**config.mk**
```make
export PLATFORM = sky130hd
export DESIGN_NAME = button_debounce_click_detector_flat
export DESIGN_NICKNAME = d
export VERILOG_FILES = /design/src/hdl/bdc_pkg.sv /design/src/hdl/bdc_if.sv /design/src/hdl/bdc_eval.sv /design/src/hdl/button_debounce_click_detector.sv /design/src/flat_wrapper.sv
export SDC_FILE = /design/constraint.sdc
export NUM_CORES = 1
export LEC_CHECK = 0
export ABC_CLOCK_PERIOD_IN_PS = 7000
export BUFFER_PORTS_ARGS = -buffer_cell sky130_fd_sc_hd__buf_4
export CORE_ASPECT_RATIO = 0.6
export CORE_UTILIZATION = 35
export DETAILED_ROUTE_END_ITERATION = 12
export PLACE_DENSITY_LB_ADDON = 0.05
export SYNTH_ARGS = -nofsm -noshare
export SYNTH_HDL_FRONTEND = slang
export SYNTH_SLANG_ARGS = --single-unit
export TNS_END_PERCENT = 100
```
**constraint.sdc**
```tcl
create_clock -name clk -period 7 [get_ports clk]
set_input_delay 1.05 -clock clk [delete_from_list [all_inputs] [get_ports clk]]
set_output_delay 1.05 -clock clk [all_outputs]
set_load 0.1 [all_outputs]
```
**src/hdl/bdc_pkg.sv**
```systemverilog
// Shared types and constants for the button debounce / click detector.
// Holds the register map, the register reset values and the state and result words.
// No dependencies.
package bdc_pkg;

  localparam int CFG_IDX_W  = 3;
  localparam int CFG_DATA_W = 16;
  localparam int TIME_W     = 32;
  localparam int MS_W       = 16;

  // register map
  localparam logic [CFG_IDX_W-1:0] REG_PRESSED_IS_HIGH  = 3'd0;
  localparam logic [CFG_IDX_W-1:0] REG_DEBOUNCE_MS      = 3'd1;
  localparam logic [CFG_IDX_W-1:0] REG_CLICK_TIMEOUT_MS = 3'd2;
  localparam logic [CFG_IDX_W-1:0] REG_DOUBLE_CLICK_MS  = 3'd3;
  localparam logic [CFG_IDX_W-1:0] REG_HELD_TIMEOUT_MS  = 3'd4;

  // register reset values
  localparam logic            RST_PRESSED_IS_HIGH  = 1'b0;
  localparam logic [MS_W-1:0] RST_DEBOUNCE_MS      = 16'd50;
  localparam logic [MS_W-1:0] RST_CLICK_TIMEOUT_MS = 16'd500;
  localparam logic [MS_W-1:0] RST_DOUBLE_CLICK_MS  = 16'd500;
  localparam logic [MS_W-1:0] RST_HELD_TIMEOUT_MS  = 16'd1000;

  typedef struct packed {
    logic            pressed_is_high;
    logic [MS_W-1:0] debounce_ms;
    logic [MS_W-1:0] click_timeout_ms;
    logic [MS_W-1:0] double_click_ms;
    logic [MS_W-1:0] held_timeout_ms;
  } cfg_t;

  typedef struct packed {
    logic              last_sample;
    logic              stable_state;
    logic [TIME_W-1:0] change_time;
    logic [TIME_W-1:0] press_time;
    logic [TIME_W-1:0] first_click_time;
    logic              pending_clicks;
    logic              held_flag;
  } state_t;

  typedef struct packed {
    logic pressed_event;
    logic click_event;
    logic double_click_event;
    logic released_event;
    logic held_event;
    logic is_pressed;
    logic click_count;
  } result_t;

  localparam cfg_t CFG_RESET = '{
    pressed_is_high:  RST_PRESSED_IS_HIGH,
    debounce_ms:      RST_DEBOUNCE_MS,
    click_timeout_ms: RST_CLICK_TIMEOUT_MS,
    double_click_ms:  RST_DOUBLE_CLICK_MS,
    held_timeout_ms:  RST_HELD_TIMEOUT_MS
  };

endpackage

```
**src/hdl/bdc_if.sv**
```systemverilog
// Valid/ready channel interfaces for sample words and event words.
// Depends on bdc_pkg for the time width.
interface bdc_in_if;
  logic                         valid;
  logic                         ready;
  logic                         raw_level;
  logic [bdc_pkg::TIME_W-1:0]   now_ms;

  modport source (output valid, output raw_level, output now_ms, input ready);
  modport sink   (input valid, input raw_level, input now_ms, output ready);
endinterface

interface bdc_out_if;
  logic valid;
  logic ready;
  logic pressed_event;
  logic click_event;
  logic double_click_event;
  logic released_event;
  logic held_event;
  logic is_pressed;
  logic click_count;

  modport source (output valid, output pressed_event, output click_event,
                  output double_click_event, output released_event, output held_event,
                  output is_pressed, output click_count, input ready);
  modport sink   (input valid, input pressed_event, input click_event,
                  input double_click_event, input released_event, input held_event,
                  input is_pressed, input click_count, output ready);
endinterface

```
**src/hdl/bdc_eval.sv**
```systemverilog
// Next-state and event logic for one sample word.
// Pure combinational; depends on bdc_pkg for the state, config and result types.
module bdc_eval (
  input  bdc_pkg::cfg_t                cfg,
  input  bdc_pkg::state_t              st,
  input  logic                         raw_level,
  input  logic [bdc_pkg::TIME_W-1:0]   now_ms,
  output bdc_pkg::state_t              st_nxt,
  output bdc_pkg::result_t             res
);

  always_comb begin
    logic                       active;
    logic                       next_lvl;
    logic [bdc_pkg::TIME_W-1:0] dt_change;
    logic [bdc_pkg::TIME_W-1:0] dt_press;
    logic [bdc_pkg::TIME_W-1:0] dt_first;
    bdc_pkg::state_t            s;
    bdc_pkg::result_t           r;

    s = st;
    r = '0;
    active = (raw_level == cfg.pressed_is_high);

    // restart the debounce timer on any change
    if (active != s.last_sample) begin
      s.change_time = now_ms;
      s.last_sample = active;
    end
    dt_change = now_ms - s.change_time;
    next_lvl  = (dt_change >= {16'd0, cfg.debounce_ms}) ? s.last_sample : s.stable_state;

    dt_press = now_ms - st.press_time;
    dt_first = now_ms - st.first_click_time;
    if (next_lvl && !s.stable_state) begin
      s.stable_state  = 1'b1;
      s.press_time    = now_ms;
      r.pressed_event = 1'b1;
    end else if (!next_lvl && s.stable_state) begin
      s.stable_state = 1'b0;
      s.held_flag    = 1'b0;
      if (dt_press <= {16'd0, cfg.click_timeout_ms}) begin
        r.click_event = 1'b1;
        if (!s.pending_clicks) begin
          s.pending_clicks   = 1'b1;
          s.first_click_time = now_ms;
        end else begin
          s.pending_clicks     = 1'b0;
          r.double_click_event = (dt_first <= {16'd0, cfg.double_click_ms});
        end
      end else begin
        s.pending_clicks = 1'b0;
      end
      r.released_event = 1'b1;
    end

    // A stamp that just moved to now gives a zero difference, which never
    // passes a strict greater-than; skip those cases instead of subtracting again.
    if (s.stable_state) begin
      if (!s.held_flag && !r.pressed_event && (dt_press > {16'd0, cfg.held_timeout_ms})) begin
        s.held_flag  = 1'b1;
        r.held_event = 1'b1;
      end
    end else if (!(r.click_event && s.pending_clicks) &&
                 (dt_first > {16'd0, cfg.double_click_ms})) begin
      s.pending_clicks = 1'b0;
    end

    r.is_pressed  = s.stable_state;
    r.click_count = s.pending_clicks;
    st_nxt = s;
    res    = r;
  end

endmodule

```
**src/hdl/button_debounce_click_detector.sv**
```systemverilog
// Button debouncer with pressed, click, double-click, released and held events.
// Sample words pass the input register, then the result register, to the event word.
// Throughput: one sample word per cycle unless stalled; input register is skid stage.
// Reset (rst_n low, synchronous): both stages empty, state cleared, registers to defaults.
// Depends on bdc_pkg, bdc_in_if, bdc_out_if and bdc_eval.
module button_debounce_click_detector (
  input  logic                            clk,
  input  logic                            rst_n,
  bdc_in_if.sink                          in_ch,
  bdc_out_if.source                       out_ch,
  input  logic                            cfg_we,
  input  logic [bdc_pkg::CFG_IDX_W-1:0]   cfg_index,
  input  logic [bdc_pkg::CFG_DATA_W-1:0]  cfg_data
);

  // input stage
  logic                       s1_valid_r;
  logic                       s1_raw_r;
  logic [bdc_pkg::TIME_W-1:0] s1_now_r;

  // detector state and registers
  bdc_pkg::state_t  st_r;
  bdc_pkg::state_t  st_nxt;
  bdc_pkg::cfg_t    cfg_r;
  bdc_pkg::cfg_t    cfg_nxt;

  // result stage
  logic             out_valid_r;
  bdc_pkg::result_t out_res_r;
  bdc_pkg::result_t res_nxt;

  logic advance;
  logic in_ready;

  // Advance the input stage into the result register whenever the result
  // register is empty or being drained this cycle.
  assign advance  = !out_valid_r || out_ch.ready;
  assign in_ready = !s1_valid_r || advance;
  assign in_ch.ready = in_ready;

  bdc_eval u_eval (
    .cfg       (cfg_r),
    .st        (st_r),
    .raw_level (s1_raw_r),
    .now_ms    (s1_now_r),
    .st_nxt    (st_nxt),
    .res       (res_nxt)
  );

  // Register writes; indexes past the map are dropped.
  always_comb begin
    cfg_nxt = cfg_r;
    if (cfg_we) begin
      unique case (cfg_index)
        bdc_pkg::REG_PRESSED_IS_HIGH:  cfg_nxt.pressed_is_high  = cfg_data[0];
        bdc_pkg::REG_DEBOUNCE_MS:      cfg_nxt.debounce_ms      = cfg_data;
        bdc_pkg::REG_CLICK_TIMEOUT_MS: cfg_nxt.click_timeout_ms = cfg_data;
        bdc_pkg::REG_DOUBLE_CLICK_MS:  cfg_nxt.double_click_ms  = cfg_data;
        bdc_pkg::REG_HELD_TIMEOUT_MS:  cfg_nxt.held_timeout_ms  = cfg_data;
        default:                       cfg_nxt = cfg_r;
      endcase
    end
  end

  // Control and detector state.
  always_ff @(posedge clk) begin
    if (!rst_n) begin
      s1_valid_r  <= 1'b0;
      out_valid_r <= 1'b0;
      st_r        <= '0;
      cfg_r       <= bdc_pkg::CFG_RESET;
    end else begin
      cfg_r <= cfg_nxt;
      if (in_ready) begin
        s1_valid_r <= in_ch.valid;
      end
      if (advance) begin
        out_valid_r <= s1_valid_r;
      end
      // commit state only when the word actually moves to the result register
      if (advance && s1_valid_r) begin
        st_r <= st_nxt;
      end
    end
  end

  // Payload registers: hold while stalled, load on transfer.
  always_ff @(posedge clk) begin
    if (in_ready && in_ch.valid) begin
      s1_raw_r <= in_ch.raw_level;
      s1_now_r <= in_ch.now_ms;
    end
    if (advance && s1_valid_r) begin
      out_res_r <= res_nxt;
    end
  end

  assign out_ch.valid              = out_valid_r;
  assign out_ch.pressed_event      = out_res_r.pressed_event;
  assign out_ch.click_event        = out_res_r.click_event;
  assign out_ch.double_click_event = out_res_r.double_click_event;
  assign out_ch.released_event     = out_res_r.released_event;
  assign out_ch.held_event         = out_res_r.held_event;
  assign out_ch.is_pressed         = out_res_r.is_pressed;
  assign out_ch.click_count        = out_res_r.click_count;

  // The result word on display must reflect the committed state.
  a_state_matches_out: assert property (@(posedge clk) disable iff (!rst_n)
    out_valid_r |-> (out_res_r.is_pressed == st_r.stable_state &&
                     out_res_r.click_count == st_r.pending_clicks))
    else $error("event word disagrees with committed detector state");

  // A double click is always also a click.
  a_dbl_is_click: assert property (@(posedge clk) disable iff (!rst_n)
    out_valid_r && out_res_r.double_click_event |-> out_res_r.click_event)
    else $error("double click without click");

  // Held fires only while the debounced state is pressed.
  a_held_pressed: assert property (@(posedge clk) disable iff (!rst_n)
    out_valid_r && out_res_r.held_event |-> out_res_r.is_pressed)
    else $error("held event while released");

  // Reset empties both the input stage and the result stage.
  a_reset_empty: assert property (@(posedge clk)
    !rst_n |=> !out_valid_r && !s1_valid_r)
    else $error("pipeline not empty after reset");

endmodule
```
**src/flat_wrapper.sv**
```systemverilog
// flat-port wrapper written by rule: the top's interface ports become plain ports
module button_debounce_click_detector_flat 
  (clk, rst_n, cfg_we, cfg_index, cfg_data, in_ch_valid, in_ch_raw_level, in_ch_now_ms, in_ch_ready, out_ch_valid, out_ch_pressed_event, out_ch_click_event, out_ch_double_click_event, out_ch_released_event, out_ch_held_event, out_ch_is_pressed, out_ch_click_count, out_ch_ready);
  bdc_in_if in_ch_i ();
  bdc_out_if out_ch_i ();
  input  logic clk;
  input  logic rst_n;
  input  logic cfg_we;
  input  logic [bdc_pkg::CFG_IDX_W-1:0] cfg_index;
  input  logic [bdc_pkg::CFG_DATA_W-1:0] cfg_data;
  input wire logic [$bits(in_ch_i.valid)-1:0] in_ch_valid;
  input wire logic [$bits(in_ch_i.raw_level)-1:0] in_ch_raw_level;
  input wire logic [$bits(in_ch_i.now_ms)-1:0] in_ch_now_ms;
  output wire logic [$bits(in_ch_i.ready)-1:0] in_ch_ready;
  output wire logic [$bits(out_ch_i.valid)-1:0] out_ch_valid;
  output wire logic [$bits(out_ch_i.pressed_event)-1:0] out_ch_pressed_event;
  output wire logic [$bits(out_ch_i.click_event)-1:0] out_ch_click_event;
  output wire logic [$bits(out_ch_i.double_click_event)-1:0] out_ch_double_click_event;
  output wire logic [$bits(out_ch_i.released_event)-1:0] out_ch_released_event;
  output wire logic [$bits(out_ch_i.held_event)-1:0] out_ch_held_event;
  output wire logic [$bits(out_ch_i.is_pressed)-1:0] out_ch_is_pressed;
  output wire logic [$bits(out_ch_i.click_count)-1:0] out_ch_click_count;
  input wire logic [$bits(out_ch_i.ready)-1:0] out_ch_ready;
  assign in_ch_i.valid = in_ch_valid;
  assign in_ch_i.raw_level = in_ch_raw_level;
  assign in_ch_i.now_ms = in_ch_now_ms;
  assign in_ch_ready = in_ch_i.ready;
  assign out_ch_valid = out_ch_i.valid;
  assign out_ch_pressed_event = out_ch_i.pressed_event;
  assign out_ch_click_event = out_ch_i.click_event;
  assign out_ch_double_click_event = out_ch_i.double_click_event;
  assign out_ch_released_event = out_ch_i.released_event;
  assign out_ch_held_event = out_ch_i.held_event;
  assign out_ch_is_pressed = out_ch_i.is_pressed;
  assign out_ch_click_count = out_ch_i.click_count;
  assign out_ch_i.ready = out_ch_ready;
  button_debounce_click_detector u_core (.clk(clk), .rst_n(rst_n), .in_ch(in_ch_i), .out_ch(out_ch_i), .cfg_we(cfg_we), .cfg_index(cfg_index), .cfg_data(cfg_data));
endmodule
```
* Word level (Yosys, flattened, before mapping) *
Index checks and enable logic that the tools add are counted.

cells by class
  magnitude comparators = 5
  equality and inequality tests = 6
  multiply operators = 0
  reductions and logical operators = 26
  mux-type cells = 19
  add/sub/neg operators = 3
  shift-type cells = 0
  bitwise logic cells = 4
  divide/modulo/power cells = 0

operators with widths
  operator                                              count
  subtractor 32 bit                                     3
  > comparator 32 x 16 -> 1 bit                         2
  <= comparator 32 x 16 -> 1 bit                        2
  greater-or-equal comparator 32 x 16 -> 1 bit          1
  2-to-1 mux 32 bit                                     1
  2-to-1 mux 1 bit                                      13
  AND reduction 2 bit                                   6
  logical AND 1 bit                                     8
  zero test 1 bit                                       7
  equality test 3 x 2 -> 1 bit (second input constant)  2
  2-to-1 mux 2 bit                                      3
  2-to-1 mux 3 bit                                      2
  AND reduction 5 bit                                   1
  NOT 1 bit                                             4
  OR reduction 4 bit                                    1
  equality test 3 x 1 -> 1 bit (second input constant)  1
  equality test 3 bit (second input constant)           1
  zero test 3 bit                                       1
  logical OR 1 bit                                      2
  equality test 1 bit                                   1
  inequality test 1 bit                                 1

storage, ports and cells
  RAM bits = 0
  flip-flop bits (word level) = 207
  input port bits = 57
  output and inout bits = 9
  bits in latches = 0
  memory bits (read-only) = 0
  memories kept = 0

* Longest topological paths before layout *
Gate-level depths: netlist (run 1).

  depth in word-level cells = 15
  mapped depth = 28
  depth with buffers taken out = 25

* Cells and area by module *
Synthesis (run 1) repeated with hierarchy kept, for this count alone.

unflattened totals
  cell total of the unflattened synthesis = 2,117
  area total of the unflattened synthesis = 16,955.0 um2

modules (own cells, without submodules)
  module                          cells an instance  area an instance (um2)  times used
  bdc_eval                        1,398              9,369.0                 1
  button_debounce_click_detector  719                7,586.0                 1

* Least setup slack after synthesis (run 1) *
Ideal clock, no wire load.

  path type = register to register
  start = register u_core.st_r[99] (netlist bit)
  end = register u_core.out_res_r (netlist bit u_core.out_ch.click_count), data pin
  stages on the path, launching flop included = 21
  buffers on the path = 3
  data required time = 6,739 ps
  path slack = 1,366 ps
  clock period less this slack = 5,634 ps
  setup time = 261 ps
  arrival time = 5,373 ps
  cell sequence = dfxtp_1 -> xnor3_1 -> buf_2 -> buf_1 -> buf_1 -> mux2i_1 -> ha_1 -> nand2_1 -> a2111o_1 -> nand3_4 -> xor2_1 -> ha_1 -> a21o_1 -> a211oi_1 -> o2111ai_1 -> a2111oi_1 -> o2111ai_1 -> nor4_4 -> mux2i_1 -> a21boi_2 -> a2bb2oi_2

RTL lines
  what                      RTL line                              text
  start: declaration        button_debounce_click_detector.sv:22  bdc_pkg::state_t st_r;
  start signal: assignment  button_debounce_click_detector.sv:82  st_r <= st_nxt;
  end signal: assignment    button_debounce_click_detector.sv:94  out_res_r <= res_nxt;
  end: declaration          button_debounce_click_detector.sv:29  bdc_pkg::result_t out_res_r;

* Worst setup path after layout (run 1) *
  start = register u_core.s1_now_r[0] (netlist bit)
  end = register u_core.st_r[16] (netlist bit)

on the way
  word-level cells in the longest chain between the ends = 7
  elaborated cells on any way between the ends = 11

RTL lines
  what                                                  RTL line                              text
  start: declaration                                    button_debounce_click_detector.sv:19  logic [bdc_pkg::TIME_W-1:0] s1_now_r;
  start signal: assignment                              button_debounce_click_detector.sv:91  s1_now_r <= in_ch.now_ms;
  2-to-1 mux 32 bit                                     bdc_eval.sv:26                        if (active != s.last_sample) begin
  subtractor 32 bit                                     bdc_eval.sv:30                        dt_change = now_ms - s.change_time;
  greater-or-equal comparator 32 x 16 -> 1 bit          bdc_eval.sv:31                        next_lvl = (dt_change >= {16'd0, cfg.debounce_ms}) ? s.last_sample : s.stable_state;
  2-to-1 mux 1 bit                                      bdc_eval.sv:31
  zero test 1 bit or logical AND 1 bit (tied branches)  bdc_eval.sv:39, bdc_eval.sv:35
  logical AND 1 bit or NOT 1 bit (tied branches)        --
  AND reduction 5 bit (no source line) (*)              --

Mark *: on every way between the ends. The rest lies on a longest branch, timed or not.
A chain may end at the register's enable or synchronous reset.

==> results of run 1 <==
state kept, by name, indices dropped and copies added (netlist names):
register	flops
u_core.out_ch.click_count	1
u_core.s1_now_r	32
u_core.out_ch.held_event	1
u_core.cfg_r	65
u_core.st_r	100
u_core.s1_valid_r	1
u_core.out_ch.double_click_event	1
u_core.out_ch.valid	1
u_core.out_ch.pressed_event	1
u_core.out_ch.is_pressed	1
u_core.out_ch.released_event	1
u_core.s1_raw_r	1
u_core.out_ch.click_event	1
routing by layer:
| metal | vias up | global-route usage, % | share of wire, % |
|---|---|---|---|
| li1 | 6780 | - | - |
| met1 | 6385 | 36.0 | 57 |
| met2 | 269 | 29.1 | 37 |
| met3 | 36 | 3.46 | 5.1 |
| met4 | 0 | 2.86 | 0.99 |
| met5 | - | 0 | 0 |
kinds of logic (layout without fill, tap and decap cells):
| kind of cell | Yosys count | after routing |
|---|---|---|
| compound gates | 522 | 522 |
| xor+xnor | 70 | 70 |
| fa+ha+maj | 152 | 152 |
| buf+inv | 241 | 284 |
| flops | 207 | 207 |
| mux | 95 | 95 |
| simple gates | 604 | 604 |
per-stage QoR:
step           power [W]  util [%]
2_1_floorplan    0.00205         -
5_1_grt          0.00379      40.1
3_3_place_gp     0.00234      38.2
4_1_cts          0.00362      40.1
6_report         0.00359      40.1
3_5_place_dp     0.00234      38.2
critical path: stages, from the launching register on:
cell	delay, ps
edfxtp_1	440
inv_1	220
ha_1	200
inv_1	50
fa_1	400
a21o_1	210
a221oi_2	520
o21ai_0	270
nand2_1	130
xnor2_1	160
ha_1	300
a21oi_1	140
nor2b_1	60
o21ai_0	150
nand2b_1	100
a221oi_1	330
o21ai_0	290
a2111oi_2	570
or4b_1	610
nor2_4	120
buf_4	540
mux2i_1	260
nor2_1	60
power by group:
| group | internal, W | leakage [nW] | total (W) | switching, W |
|---|---|---|---|---|
| clock | 0.000714 | 0.375 | 0.00126 | 0.000544 |
| sequential | 0.00126 | 1.75 | 0.00131 | 0.0000509 |
| combinational | 0.000396 | 4.46 | 0.00102 | 0.000627 |
| total | 0.00237 | 6.58 | 0.00359 | 0.00122 |
placed cells by master (no fill, tap or decap), types with 43 or more instances in the layout:
master,instances
nand2_1,225
a21oi_1,179
nor2_1,169
dfxtp_1,167
inv_1,158
ha_1,147
mux2i_1,93
buf_4,81
o21ai_0,69
a21o_1,57
xnor2_1,43
layout make-up:
type	count	area (um^2)	area share [%]
multi-input combinational	1443	9800	57.5
sequential	207	4540	26.7
clock buffer	35	716	4.20
tap	570	713	4.18
timing repair buffer	81	608	3.57
inverter	160	603	3.54
clock inverter	8	56.3	0.330
final timing paths:
check                                start                            end  slack [ps]  cells after the start
max reg2reg   u_core.s1_now_r[0]$_DFFE_PP_   u_core.st_r[16]$_SDFFE_PN0P_         650                     22
min reg2reg  u_core.cfg_r[10]$_SDFFE_PN0P_  u_core.cfg_r[10]$_SDFFE_PN0P_         460                      2
min          u_core.cfg_r[10]$_SDFFE_PN0P_  u_core.cfg_r[10]$_SDFFE_PN0P_         460                      2
max           u_core.s1_now_r[0]$_DFFE_PP_   u_core.st_r[16]$_SDFFE_PN0P_         650                     22
timing repair:
action / CTS / global route
endpoints found under the setup margin: 0 / 32
setup buffers: 0 / 0
resized for setup: 0 / 2
==> flow_summary.json, run 1 <==
{
  "via_count": 13500,
  "ys.flop_type": "dfxtp_1",
  "hold_viol": 0,
  "antenna_found_initial": 0,
  "grt_pass1_vias": 12700,
  "overflow": 0,
  "finalCritPeriodShare_pct": 90.7,
  "core_um2": 42500,
  "vias_per_cell": 5.38,
  "htree_num_levels": 1,
  "final_nets": 2123,
  "die-width_um": 272,
  "clock_path_buffers": 3,
  "die_area_um2": 44600,
  "synth_cells": 1891,
  "synth_compound_area_share_pct": 22.4,
  "clock_sinks": 207,
  "final_layout_size_suffix_gt1_share_pct": 8.63,
  "hold_path.class": "flip-flop to flip-flop",
  "synth_top_area_share_pct": 21.8,
  "grt_pass1_wl_mm": 75.3,
  "drc": 0,
  "cts_tree": "built",
  "setup-tns-final_ps": 0,
  "ys_ff_latch": 207,
  "holdBufCountCts": 0,
  "syn_area_per_cell_um2": 8.10,
  "worst_ep_required_time_ps": 7400,
  "tightest_slew_ps": 1280,
  "hpwl_mm": 38.1,
  "ys_seq_area_share_pct": 29.7,
  "critPathMaxFanout": 33,
  "endpoint_kind": "flip-flop",
  "finalSetupViolations": 0,
  "initial_core_util_pct": 36.0,
  "worst_ep_arrival_time_ps": 6750,
  "wl_per_cell_um": 19.4,
  "drt_iter0_markers": 987,
  "synth_top_family_by_area": "compound AO/OA/AOI/OAI gates",
  "synthMostInstantiatedCell": "nand2_1",
  "critPathKind": "flip-flop to flip-flop",
  "syn_area_um2": 15300,
  "max_freq_mhz": 157,
  "maxCapViolCount": 0,
  "async_flop_share_pct": 0,
  "drtAntennaViolNets": 0,
  "yosys.area.top_type": "dfxtp_1",
  "final_area_um2": 17000,
  "finalNonFillerCells": 2504,
  "gp_congestion": 0.890,
  "yosys.area_share.simple_pct": 18.6,
  "grt_setup_unrepaired": "false",
  "pin_count": 66,
  "yosysWarnings": 0,
  "clk_pin_slew_ps": 60,
  "preCtsSetupSlack_ps": 357,
  "synth_cell_types": 100,
  "fill_cells": 4436,
  "routed_wirelength_mm": 48.7,
  "placed_area_um2": 16300,
  "synth_area_leaders": "dfxtp_1, ha_1, edfxtp_1",
  "die_h_um": 164,
  "cts_root_buf": "clkbuf_16",
  "p_leak_nw": 6.58,
  "io_buffer_count": 65,
  "setup_ws_ps": 648,
  "synthMuxAreaShare_pct": 6.23,
  "area_delta_synth_final_pct": 11.3,
  "num_rows": 58,
  "num_antenna_cells": 0,
  "min_period_ps": 6350,
  "clkLatencyLatePin_ps": 540,
  "grt.total_usage_pct": 21.8,
  "status": "completed",
  "drtPass1Iterations": 5,
  "hold_ws_ps": 457,
  "ir_drop_mv": 0.165,
  "grt_max_degree": 76,
  "p_per_area_nw_per_um2": 211,
  "synth_edf_count": 40,
  "dpl.cell_count": 2461,
  "slew_viol_final": 0,
  "relSlewSlack_pct": 14.2,
  "yosys-top-cells-count": "nand2_1, a21oi_1, nor2_1",
  "yosys.area_share.adder_pct": 12.5,
  "cts_buffers": 24,
  "skew_ps": 15.3,
  "syn_nets": 2097,
  "cp-start-kind": "flip-flop",
  "synth_xor_area_share_pct": 4.30
}
Power figures use the tool's default switching activity.
==> run 2, diff against run 1 <==
Settings changed: BUFFER_PORTS_ARGS -buffer_cell sky130_fd_sc_hd__buf_4 to not set, DONT_BUFFER_PORTS set to 1.
==> flow_summary.json, run 2 (synthesized netlist as in run 1, its figures left out) <==
{
  "status": "completed",
  "cts_root_buf": "clkbuf_16",
  "worst_path_dominant_cell_family": "compound AO/OA/AOI/OAI gates",
  "clk_pin_slew_ps": 70,
  "critPathKind": "flip-flop to flip-flop",
  "regToRegSetupSlack_ps": 520,
  "io_buffer_count": 0,
  "die-width_um": 272,
  "area_delta_synth_final_pct": 8.58,
  "grt_pass1_wl_mm": 74.8,
  "clkLatencyLatePin_ps": 550,
  "drtPass1Iterations": 5,
  "largestRegisters": "u_core.st_r (100), u_core.cfg_r (65), u_core.s1_now_r (32)",
  "cts_tree": "built",
  "grt_setup_unrepaired": "false",
  "wl_per_cell_um": 19.8,
  "initial_core_util_pct": 36.0,
  "htree_num_levels": 1,
  "core_um2": 42500,
  "finalNonFillerCells": 2439,
  "finalSetupViolations": 0,
  "num_rows": 58,
  "skew_ps": 9.70,
  "grt.total_usage_pct": 21.8,
  "slew_viol_final": 0,
  "cts_buffers": 24,
  "layout_commonest_cell": "nand2_1",
  "tightest_slew_ps": 1150,
  "via_count": 13400,
  "relSlewSlack_pct": 22.9,
  "endpoint_kind": "flip-flop",
  "worst_ep_arrival_time_ps": 6870,
  "pin_count": 66,
  "die_h_um": 164,
  "cp-start-kind": "flip-flop",
  "finalCritPeriodShare_pct": 92.5,
  "drc": 0,
  "worst-path-buf-inv": 3,
  "min_period_ps": 6480,
  "grt_max_degree": 79,
  "vias_per_cell": 5.48,
  "final_nets": 2056,
  "dpl.cell_count": 2394,
  "gp_congestion": 0.910,
  "crit_chain": "inv_1, ha_1, inv_1, fa_1, a21o_1, a221oi_2, o21ai_0, nand2_1, xnor2_1, ha_1, a21oi_1, nor2b_1, o21ai_0, nand2b_1, a221oi_1, o21ai_0, a2111oi_2, or4b_1, nor2_4, buf_4, mux2i_1, nor2_1",
  "overflow": 0,
  "hold_path.class": "flip-flop to flip-flop",
  "largest_reg_flops": 100,
  "critPathMaxFanout": 33,
  "p_per_area_nw_per_um2": 221,
  "setup-tns-final_ps": 0,
  "grt_pass1_vias": 12400,
  "clock_sinks": 207,
  "drt_iter0_markers": 1050,
  "p_leak_nw": 6.30,
  "cpMostUsedCell": "o21ai_0",
  "final_layout_size_suffix_gt1_share_pct": 5.41,
  "worst_ep_required_time_ps": 7400,
  "clock_path_buffers": 3,
  "top_register": "u_core.st_r",
  "drtAntennaViolNets": 0,
  "maxCapViolCount": 0,
  "antenna_found_initial": 4,
  "hpwl_mm": 37.5,
  "slowest_delay_ps": 650,
  "ir_drop_mv": 0.192,
  "max_freq_mhz": 154,
  "hold_viol": 0,
  "die_area_um2": 44600,
  "fill_cells": 4509,
  "routed_wirelength_mm": 48.3,
  "mostFrequentLayoutCells": "nand2_1, a21oi_1, nor2_1",
  "crit_path_top_delay_cell": "or4b_1"
}
run 2: repair_timing:
item | in CTS | in global routing
endpoints found under the hold margin | 0 | 0
gates resized for setup | 0 | 2
setup endpoints to repair | 0 | 32
hold buffers | 0 | 0
buffers inserted | 0 | 0
run 2: area by class of cell:
type / instances / area [um^2] / share of cell area (%)
clock buffer: 33 / 718 / 4.32
antenna: 1 / 2.50 / 0.0151
sequential: 207 / 4540 / 27.3
timing repair buffer: 14 / 105 / 0.632
tap: 570 / 713 / 4.29
inverter: 160 / 603 / 3.63
multi-input combinational: 1443 / 9800 / 59.0
clock inverter: 11 / 133 / 0.798
run 2: where the power goes:
group          internal, W  total, W  switching, W
logic             0.000373  0.000956      0.000584
clock network     0.000828   0.00139      0.000559
registers          0.00126   0.00133     0.0000662
run 2: stage by stage:
| stage | total power [W] | util (%) | area [um^2] | hold WS (ps) | worst slack (ps) |
|---|---|---|---|---|---|
| floorplan | 0.00205 | - | 15300 | 436 | 1370 |
| global placement | 0.00230 | 37.1 | 15800 | 445 | 121 |
| CTS | 0.00370 | 39.1 | 16600 | 460 | 201 |
| detailed placement | 0.00229 | 37.1 | 15800 | 451 | 237 |
| global route | 0.00388 | 39.1 | 16600 | 478 | 163 |
| finish | 0.00367 | 39.1 | 16600 | 456 | 524 |
run 2: path summary, 6_finish.rpt:
| check | start | end | cells past startpoint |
|---|---|---|---|
| max | u_core.s1_now_r[0]$_DFFE_PP_ | u_core.st_r[28]$_SDFFE_PN0P_ | 22 |
| min | u_core.cfg_r[44]$_SDFFE_PN0P_ | u_core.cfg_r[44]$_SDFFE_PN0P_ | 2 |
| max reg2reg | u_core.s1_now_r[0]$_DFFE_PP_ | u_core.st_r[28]$_SDFFE_PN0P_ | 22 |
| min reg2reg | u_core.cfg_r[44]$_SDFFE_PN0P_ | u_core.cfg_r[44]$_SDFFE_PN0P_ | 2 |
run 2: worst min-delay path, stage by stage (launching register included):
cell     delay, ps
dfxtp_1        310
nand2_1         50
a21oi_1         50
run 2: metal layers:
| metal | global-route usage [%] | vias to the layer above | share of wire [%] |
|---|---|---|---|
| li1 | - | 6676 | - |
| met1 | 35.8 | 6347 | 56 |
| met2 | 28.8 | 303 | 37 |
| met3 | 4.14 | 37 | 6.0 |
| met4 | 2.66 | 0 | 1.2 |
| met5 | 0 | - | 0 |
